===== src/hdl/ieee_logb_exponent_extract_macros.svh =====
// assertion macros
`ifndef IEEE_LOGB_EXPONENT_EXTRACT_MACROS_SVH
`define IEEE_LOGB_EXPONENT_EXTRACT_MACROS_SVH

// implication checked at every rising clock edge outside reset
`define ILE_ASSERT_IMP(label, clk, rst_n, ante, cons) \
    label: assert property (@(posedge clk) disable iff (!rst_n) (ante) |-> (cons)) \
        else $error("assertion failed");

// next-cycle implication
`define ILE_ASSERT_NXT(label, clk, rst_n, ante, cons) \
    label: assert property (@(posedge clk) disable iff (!rst_n) (ante) |=> (cons)) \
        else $error("assertion failed");

`endif


===== src/hdl/ile_pkg.sv =====
package ile_pkg;

    typedef enum logic [1:0] {
        OP_F32  = 2'd0,
        OP_F64  = 2'd1,
        OP_F128 = 2'd2,
        OP_RSVD = 2'd3
    } t_opcode;

    localparam logic [31:0] POS_INF32 = 32'h7F80_0000;
    localparam logic [31:0] NEG_INF32 = 32'hFF80_0000;
    localparam logic [31:0] QNAN_RST  = 32'h7FC0_0000;

    typedef struct packed {
        logic [1:0]  opcode;
        logic [63:0] value_high;
        logic [63:0] value_low;
    } t_in_item;

    typedef struct packed {
        logic [31:0] result_bits;
        logic        divide_by_zero;
    } t_out_item;

    // special-case class of one operand
    typedef enum logic [2:0] {
        CLS_NAN_SELF,
        CLS_NAN_CFG,
        CLS_INF,
        CLS_ZERO,
        CLS_FINITE
    } t_class;

    typedef struct packed {
        t_class       cls;
        logic signed [15:0] expo;
        logic [31:0]  nan_bits;
    } t_decode;

    // leading one position of a 64-bit word
    function automatic logic [5:0] msb64(input logic [63:0] v);
        logic [5:0] p;
        p = 6'd0;
        for (int i = 0; i < 64; i++) begin
            if (v[i]) begin
                p = 6'(i);
            end
        end
        return p;
    endfunction

endpackage


===== src/hdl/ile_if.sv =====
interface ile_in_if;
    import ile_pkg::*;
    logic     valid;
    logic     ready;
    t_in_item data;
    modport source (output valid, output data, input ready);
    modport sink (input valid, input data, output ready);
endinterface

interface ile_out_if;
    import ile_pkg::*;
    logic      valid;
    logic      ready;
    t_out_item data;
    modport source (output valid, output data, input ready);
    modport sink (input valid, input data, output ready);
endinterface

interface ile_cfg_if;
    logic        valid;
    logic        ready;
    logic [31:0] data;
    modport source (output valid, output data, input ready);
    modport sink (input valid, input data, output ready);
endinterface


===== src/hdl/ile_decode.sv =====
module ile_decode
    import ile_pkg::*;
(
    input  t_in_item i_item,
    output t_decode  o_dec
);
    logic [7:0]  ex32;
    logic [22:0] fr32;
    logic [10:0] ex64;
    logic [51:0] fr64;
    logic [14:0] ex128;
    logic [47:0] frh;
    logic        frz;
    logic [6:0]  p128;

    always_comb begin
        ex32  = i_item.value_low[30:23];
        fr32  = i_item.value_low[22:0];
        ex64  = i_item.value_low[62:52];
        fr64  = i_item.value_low[51:0];
        ex128 = i_item.value_high[62:48];
        frh   = i_item.value_high[47:0];
        frz   = (frh == '0) && (i_item.value_low == '0);
        p128  = (frh != '0) ? (7'd64 + {1'b0, msb64({16'd0, frh})})
                            : {1'b0, msb64(i_item.value_low)};
        o_dec.nan_bits = i_item.value_low[31:0];
        o_dec.expo     = '0;
        o_dec.cls      = CLS_FINITE;
        unique case (t_opcode'(i_item.opcode))
            OP_F32: begin
                if (ex32 == 8'hFF) begin
                    o_dec.cls = (fr32 != '0) ? CLS_NAN_SELF : CLS_INF;
                end else if (ex32 == '0 && fr32 == '0) begin
                    o_dec.cls = CLS_ZERO;
                end else if (ex32 == '0) begin
                    o_dec.expo = 16'(signed'({10'd0, msb64({41'd0, fr32})})) - 16'sd149;
                end else begin
                    o_dec.expo = 16'(signed'({8'd0, ex32})) - 16'sd127;
                end
            end
            OP_F64: begin
                if (ex64 == 11'h7FF) begin
                    o_dec.cls = (fr64 != '0) ? CLS_NAN_CFG : CLS_INF;
                end else if (ex64 == '0 && fr64 == '0) begin
                    o_dec.cls = CLS_ZERO;
                end else if (ex64 == '0) begin
                    o_dec.expo = 16'(signed'({10'd0, msb64({12'd0, fr64})})) - 16'sd1074;
                end else begin
                    o_dec.expo = 16'(signed'({5'd0, ex64})) - 16'sd1023;
                end
            end
            OP_F128, OP_RSVD: begin
                if (ex128 == 15'h7FFF) begin
                    o_dec.cls = frz ? CLS_INF : CLS_NAN_CFG;
                end else if (ex128 == '0 && frz) begin
                    o_dec.cls = CLS_ZERO;
                end else if (ex128 == '0) begin
                    o_dec.expo = 16'(signed'({9'd0, p128})) - 16'sd16494;
                end else begin
                    o_dec.expo = 16'(signed'({1'b0, ex128})) - 16'sd16383;
                end
            end
            default: begin
                o_dec.cls = CLS_FINITE;
            end
        endcase
    end
endmodule


===== src/hdl/ile_pack.sv =====
module ile_pack
    import ile_pkg::*;
(
    input  t_decode     i_dec,
    input  logic [31:0] i_qnan,
    output t_out_item   o_item
);
    logic        neg;
    logic [14:0] mag;
    logic [5:0]  pos;
    logic [3:0]  p;
    logic [31:0] fbits;

    always_comb begin
        neg   = i_dec.expo[15];
        mag   = neg ? 15'(-i_dec.expo) : i_dec.expo[14:0];
        pos   = msb64({49'd0, mag});
        p     = pos[3:0];
        fbits = '0;
        if (mag != '0) begin
            fbits = {neg, 8'(8'd127 + {4'd0, p}), 23'(({8'd0, mag} << (5'd23 - {1'b0, p})))};
        end
        o_item.divide_by_zero = 1'b0;
        unique case (i_dec.cls)
            CLS_NAN_SELF: o_item.result_bits = i_dec.nan_bits;
            CLS_NAN_CFG:  o_item.result_bits = i_qnan;
            CLS_INF:      o_item.result_bits = POS_INF32;
            CLS_ZERO: begin
                o_item.result_bits    = NEG_INF32;
                o_item.divide_by_zero = 1'b1;
            end
            default:      o_item.result_bits = fbits;
        endcase
    end
endmodule


===== src/hdl/ieee_logb_exponent_extract.sv =====
// path: an accepted input goes into the input reg, then its result into the result reg
// throughput: one item per cycle while out_ch.ready does not stall, set by the single-pass decode and pack logic
// a stalled result register holds while the input register keeps one item
// reset: synchronous active-low clears valid flags and sets the quiet nan register
module ieee_logb_exponent_extract
    import ile_pkg::*;
(
    input  logic      i_clk,
    input  logic      i_rst_n,
    ile_in_if.sink    in_ch,
    ile_out_if.source out_ch,
    ile_cfg_if.sink   cfg_ch
);
`include "ieee_logb_exponent_extract_macros.svh"

    logic        r_in_vld;
    t_in_item    r_in;
    logic        r_out_vld;
    t_out_item   r_out;
    logic [31:0] r_qnan;
    t_decode     dec;
    t_out_item   res;
    logic        adv;

    ile_decode u_dec (.i_item(r_in), .o_dec(dec));
    ile_pack   u_pack (.i_dec(dec), .i_qnan(r_qnan), .o_item(res));

    assign adv          = !r_out_vld || out_ch.ready;
    assign in_ch.ready  = !r_in_vld || adv;
    assign cfg_ch.ready = 1'b1;
    assign out_ch.valid = r_out_vld;
    assign out_ch.data  = r_out;

    always_ff @(posedge i_clk) begin
        if (!i_rst_n) begin
            r_in_vld  <= 1'b0;
            r_out_vld <= 1'b0;
            r_qnan    <= QNAN_RST;
        end else begin
            if (cfg_ch.valid) begin
                r_qnan <= cfg_ch.data;
            end
            if (adv) begin
                r_out_vld <= r_in_vld;
                if (r_in_vld) begin
                    r_out <= res;
                end
            end
            if (in_ch.ready) begin
                r_in_vld <= in_ch.valid;
                if (in_ch.valid) begin
                    r_in <= in_ch.data;
                end
            end
        end
    end

    `ILE_ASSERT_NXT(a_hold, i_clk, i_rst_n, r_out_vld && !out_ch.ready, r_out_vld && $stable(r_out))
    `ILE_ASSERT_IMP(a_dbz, i_clk, i_rst_n, r_out_vld && r_out.divide_by_zero, r_out.result_bits == NEG_INF32)
    `ILE_ASSERT_NXT(a_move, i_clk, i_rst_n, r_in_vld && adv, r_out_vld)
endmodule

===== src/flat_wrapper.sv =====
// flat-port wrapper written by rule: the top's interface ports become plain ports
module ieee_logb_exponent_extract_flat import ile_pkg::*;
  (i_clk, i_rst_n, in_ch_valid, in_ch_data, in_ch_ready, out_ch_valid, out_ch_data, out_ch_ready, cfg_ch_valid, cfg_ch_data, cfg_ch_ready);
  ile_in_if in_ch_i ();
  ile_out_if out_ch_i ();
  ile_cfg_if cfg_ch_i ();
  input  logic i_clk;
  input  logic i_rst_n;
  input wire logic [$bits(in_ch_i.valid)-1:0] in_ch_valid;
  input wire logic [$bits(in_ch_i.data)-1:0] in_ch_data;
  output wire logic [$bits(in_ch_i.ready)-1:0] in_ch_ready;
  output wire logic [$bits(out_ch_i.valid)-1:0] out_ch_valid;
  output wire logic [$bits(out_ch_i.data)-1:0] out_ch_data;
  input wire logic [$bits(out_ch_i.ready)-1:0] out_ch_ready;
  input wire logic [$bits(cfg_ch_i.valid)-1:0] cfg_ch_valid;
  input wire logic [$bits(cfg_ch_i.data)-1:0] cfg_ch_data;
  output wire logic [$bits(cfg_ch_i.ready)-1:0] cfg_ch_ready;
  assign in_ch_i.valid = in_ch_valid;
  assign in_ch_i.data = in_ch_data;
  assign in_ch_ready = in_ch_i.ready;
  assign out_ch_valid = out_ch_i.valid;
  assign out_ch_data = out_ch_i.data;
  assign out_ch_i.ready = out_ch_ready;
  assign cfg_ch_i.valid = cfg_ch_valid;
  assign cfg_ch_i.data = cfg_ch_data;
  assign cfg_ch_ready = cfg_ch_i.ready;
  ieee_logb_exponent_extract u_core (.i_clk(i_clk), .i_rst_n(i_rst_n), .in_ch(in_ch_i), .out_ch(out_ch_i), .cfg_ch(cfg_ch_i));
endmodule

===== config.mk =====
export PLATFORM = sky130hd
export DESIGN_NAME = ieee_logb_exponent_extract_flat
export DESIGN_NICKNAME = d
export VERILOG_FILES = /design/src/hdl/ile_pkg.sv /design/src/hdl/ile_if.sv /design/src/hdl/ile_decode.sv /design/src/hdl/ile_pack.sv /design/src/hdl/ieee_logb_exponent_extract.sv /design/src/flat_wrapper.sv
export VERILOG_INCLUDE_DIRS = /design/src /design/src/hdl
export SDC_FILE = /design/constraint.sdc
export NUM_CORES = 1
export LEC_CHECK = 0
export ABC_CLOCK_PERIOD_IN_PS = 11300
export BUFFER_PORTS_ARGS = -buffer_cell sky130_fd_sc_hd__buf_2
export CELL_PAD_IN_SITES_DETAIL_PLACEMENT = 1
export CELL_PAD_IN_SITES_GLOBAL_PLACEMENT = 1
export CORE_MARGIN = 3
export CORE_UTILIZATION = 48
export DETAILED_ROUTE_END_ITERATION = 12
export PLACE_DENSITY_LB_ADDON = 0.1
export SYNTH_ARGS = -nofsm -noshare
export SYNTH_HDL_FRONTEND = slang
export SYNTH_SLANG_ARGS = --single-unit

===== constraint.sdc =====
create_clock -name i_clk -period 11.3 [get_ports i_clk]
set_clock_uncertainty 0.2 [all_clocks]
set_input_delay 0 -clock i_clk [delete_from_list [all_inputs] [get_ports i_clk]]
set_output_delay 0 -clock i_clk [all_outputs]
set_load 0.05 [all_outputs]

==> results by group <==
Outcome
  • Status: completed

Drt
  • DRT antenna net count: 0
  • DRC errors left: 0
  • Total iterations of the first detailed-routing run: 6
  • Vias: 12422
  • Routed WL: 52100 um
  • Routed wire per std cell: roughly 28 um
  • DRT iter0 DRCs: 1601
  • Number of vias per cell: 6.77

Logic synthesis
  • Synth area leader: edfxtp_1
  • Post-synthesis cell type count: 100
  • Fraction of the yosys area taken by sequential cells: 0.479
  • Post-synth net total: 1294
  • Syn avg cell area: 10.4 um2
  • Synthesized area: 11600 um2
  • Number of synthesized flops with an enable pin: 162
  • Post-synth top area share: 0.421
  • Gate Count Post-Synth: 1113
  • Share of flip-flops with an asynchronous set or reset: 0
  • Top cells by area, synth: edfxtp_1 42%, dfxtp_1 5.9%, mux2i_1 4.5%, nand2_1 2.6%, nor2_1 2.6%
  • Yosys reg bits: 196
  • Yosys Warn Count: 0
  • Synth Flop Type: edfxtp_1

Place
  • Hpwl dp: approximately 29000 um
  • Port bufs: 200
  • Cells after DPL: 1603
  • Final RePlAce weighted congestion: 0.945

Global route
  • Gr ovfl total: 0
  • GRT Overall Usage: 0.395
  • Pin count of the biggest net entering global routing: between 70 and 80
  • Initial antenna violation count: 3
  • First-pass GRT wire length: 79300 um
  • Vias in the first global route: 12983

Floorplanning
  • Die X: 161 um
  • Rows: 56
  • Core area: 23500 um2
  • Die ar.: about 26000 um2
  • Initial Utilization: 0.491
  • Die H: 161 um
  • # IOs: 203

Power and ir drop
  • Seq pwr share: 0.450
  • Switch share: 0.328
  • Max VDD drop: about 99 uV
  • Pint: 1.29 mW
  • P_leak: roughly 5.8 nW
  • Combinational power share: 0.197
  • P_sw: 0.631 mW
  • PwrDens: 124 nW/um2
  • Clock power share: 0.353

Critical path
  • Critical Path Fanout Max: 21
  • Data arrival, critical path: 8.48 ns
  • CP top delay family: simple AND/OR/NAND/NOR gates
  • Slowest Stage Delay on Critical Path: 0.94 ns
  • WP data required: between 10 and 15 ns
  • Cell chain of the critical path: nor4_1, nand4_1, nor4_1, o211ai_1, and3_1, ha_1, nand3_1, o21ai_0, o211ai_1, and2b_1, and4_1, a31oi_1, xor2_2, inv_1, o311ai_1, nand2_1, mux2i_2, o22ai_1, a221o_1
  • Crit path buffers/inverters: 1
  • Worst path slowest cell: nor4_1
  • CP Class: reg -> reg
  • Crit end category: flip-flop
  • CP Launch Type: flip-flop

Timing
  • Unrepaired setup endpoints after global routing: false
  • Fin Setup TNS: 0 ns
  • Fin crit share: 0.750
  • WHS: 0.0438 ns
  • Final Hold Fails: 0
  • Worst slew pin tran: between 1 and 1.5 ns
  • Final worst path period need: 8.47 ns
  • Max Freq: around 0.12 GHz
  • Slew headroom: 0.244
  • Max Slew Vio Count: 0
  • Final setup violation count: 0

CTS
  • Resized Gates After CTS: 0
  • Clock-pin transition on the worst setup and hold timing paths: roughly 0.10 ns
  • Number of CTS-inserted buffers: 17
  • Clock Latency Late Sink: 0.47 ns
  • CTS sink count: 196
  • Htree depth: 4
  • Root Buffer: clkbuf_16
  • CTS max path bufs: 2
  • TritonCTS clock tree: yes

Cells and area
  • Nets: 1682
  • Share of layout cells above drive strength 1: 0.199
  • Multi-input logic area: between 5000 and 6000 um2
  • P&R area growth vs syn: 33.9%
  • Register area: 5550 um2
  • Fill count: 2544
  • Layout Cells excl Fill: 1836

Run
  • Max Cap Viol: 0

Worst hold path
  • Tightest Hold Check Type: in -> reg
## kinds of logic (layout without fill, tap and decap cells)
| family | after synthesis | count (layout) | share of synthesized area |
|---|---|---|---|
| and+or+nand+nor | 430 | 430 | 0.207 |
| AOI/OAI and AO/OA | 291 | 291 | 0.180 |
| DFF | 196 | 196 | 0.479 |
| buffers and inverters | 73 | 474 | 0.0255 |
| muxes | 66 | 66 | 0.0591 |
| xor gates and xnor gates | 42 | 42 | 0.0331 |
| adders and majority gates | 14 | 14 | 0.0151 |
| other | 1 | 4 | 0.000324 |
## power by group through the flow
stage,clock network [mW],registers (mW),logic [mW]
2_1_floorplan,0,0.877,0.188
3_3_place_gp,0,0.870,0.288
3_5_place_dp,0,0.873,0.294
4_1_cts,0.651,0.856,0.351
5_1_grt,0.690,0.866,0.402
6_report,0.680,0.865,0.378
## area by class of cell
| class | instances | share of cell area |
|---|---|---|
| Antenna cell | 3 | 0.000485 |
| Clock buffer | 17 | 0.0275 |
| Clock inverter | 15 | 0.0127 |
| Inverter | 37 | 0.00897 |
| Multi-Input combinational cell | 844 | 0.371 |
| Sequential cell | 196 | 0.358 |
| Tap cell | 319 | 0.0258 |
| Timing Repair Buffer | 405 | 0.196 |
## registers in the layout (all words and copies together) (netlist names)
| register | flops |
|---|---|
| u_core.r_in | 129 |
| u_core.r_qnan | 32 |
| u_core.out_ch.data | 33 |
| u_core.r_in_vld | 1 |
| u_core.out_ch.valid | 1 |
## cells in the final DEF, fill, tap and decap left out, types with 10 or more instances in the layout
master	count
a31oi_1	19
nor4_1	34
dlygate4sd3_1	198
nand4_1	30
ha_1	14
nor2_1	80
nand2_1	81
nand2b_1	10
edfxtp_1	162
mux2_2	11
xor2_1	16
a22oi_1	12
o21ai_1	11
o31ai_1	16
o21a_1	10
nand3_1	40
buf_2	200
a22o_1	11
o211ai_1	26
clkbuf_16	17
nor3_1	36
dfxtp_1	34
a21oi_1	51
mux2i_1	52
and4_1	12
a21o_1	10
xnor2_1	24
nor2b_1	33
o21ai_0	35
inv_1	33
## stage by stage
stage	util	cell area [um2]	setup slack [ns]	power, mW
2_1_floorplan	-	11600	5.43	1.07
3_3_place_gp	0.547	12900	3.82	1.16
3_5_place_dp	0.547	12900	3.64	1.17
4_1_cts	0.657	15500	3.50	1.86
5_1_grt	0.658	15500	2.67	1.96
6_report	0.658	15500	2.83	1.92
## Yosys cell counts, types with 11 or more instances
master and count:
nor2_1 81, nor4_1 34, o21ai_1 11, nor2b_1 33, nor3_1 37, clkbuf_1 26
ha_1 14, dfxtp_1 34, nand2_1 81, inv_1 33, nand4_1 30, a21oi_1 51
a22o_1 11, a31oi_1 19, o31ai_1 16, o21ai_0 35, a22oi_1 12, mux2i_1 52
xnor2_1 24, edfxtp_1 162, and4_1 12, o211ai_1 26, nand3_1 40, xor2_1 16
mux2_2 11
## what timing repair did
| item | CTS | global route |
|---|---|---|
| hold buffers | 198 | 0 |
| endpoints found under the hold margin | 163 | 0 |
| buffers inserted | 0 | 0 |
| endpoints found under the setup margin | 0 | 0 |
## per-layer routing
layer / part of all wire / global-route usage / vias to the layer above
li1: - / - / 5156
met2: 0.49 / 0.681 / 1003
met3: 0.091 / 0.0795 / 285
met5: 0 / 0 / -
met1: 0.36 / 0.472 / 5978
met4: 0.058 / 0.195 / 0
## final timing paths
path                            slack [ns]                endpoint             start  depth (start not counted)
worst min register to register        0.40   u_core.out_ch.data[5]  u_core.r_qnan[4]                          1
worst max register to register        2.83  u_core.out_ch.data[16]  u_core.r_in[106]                         19
worst max-delay path                  2.83  u_core.out_ch.data[16]  u_core.r_in[106]                         19
worst min-delay path                  0.04         u_core.r_in[94]    in_ch_data[94]                          2
(Power assumes the default switching activity.)
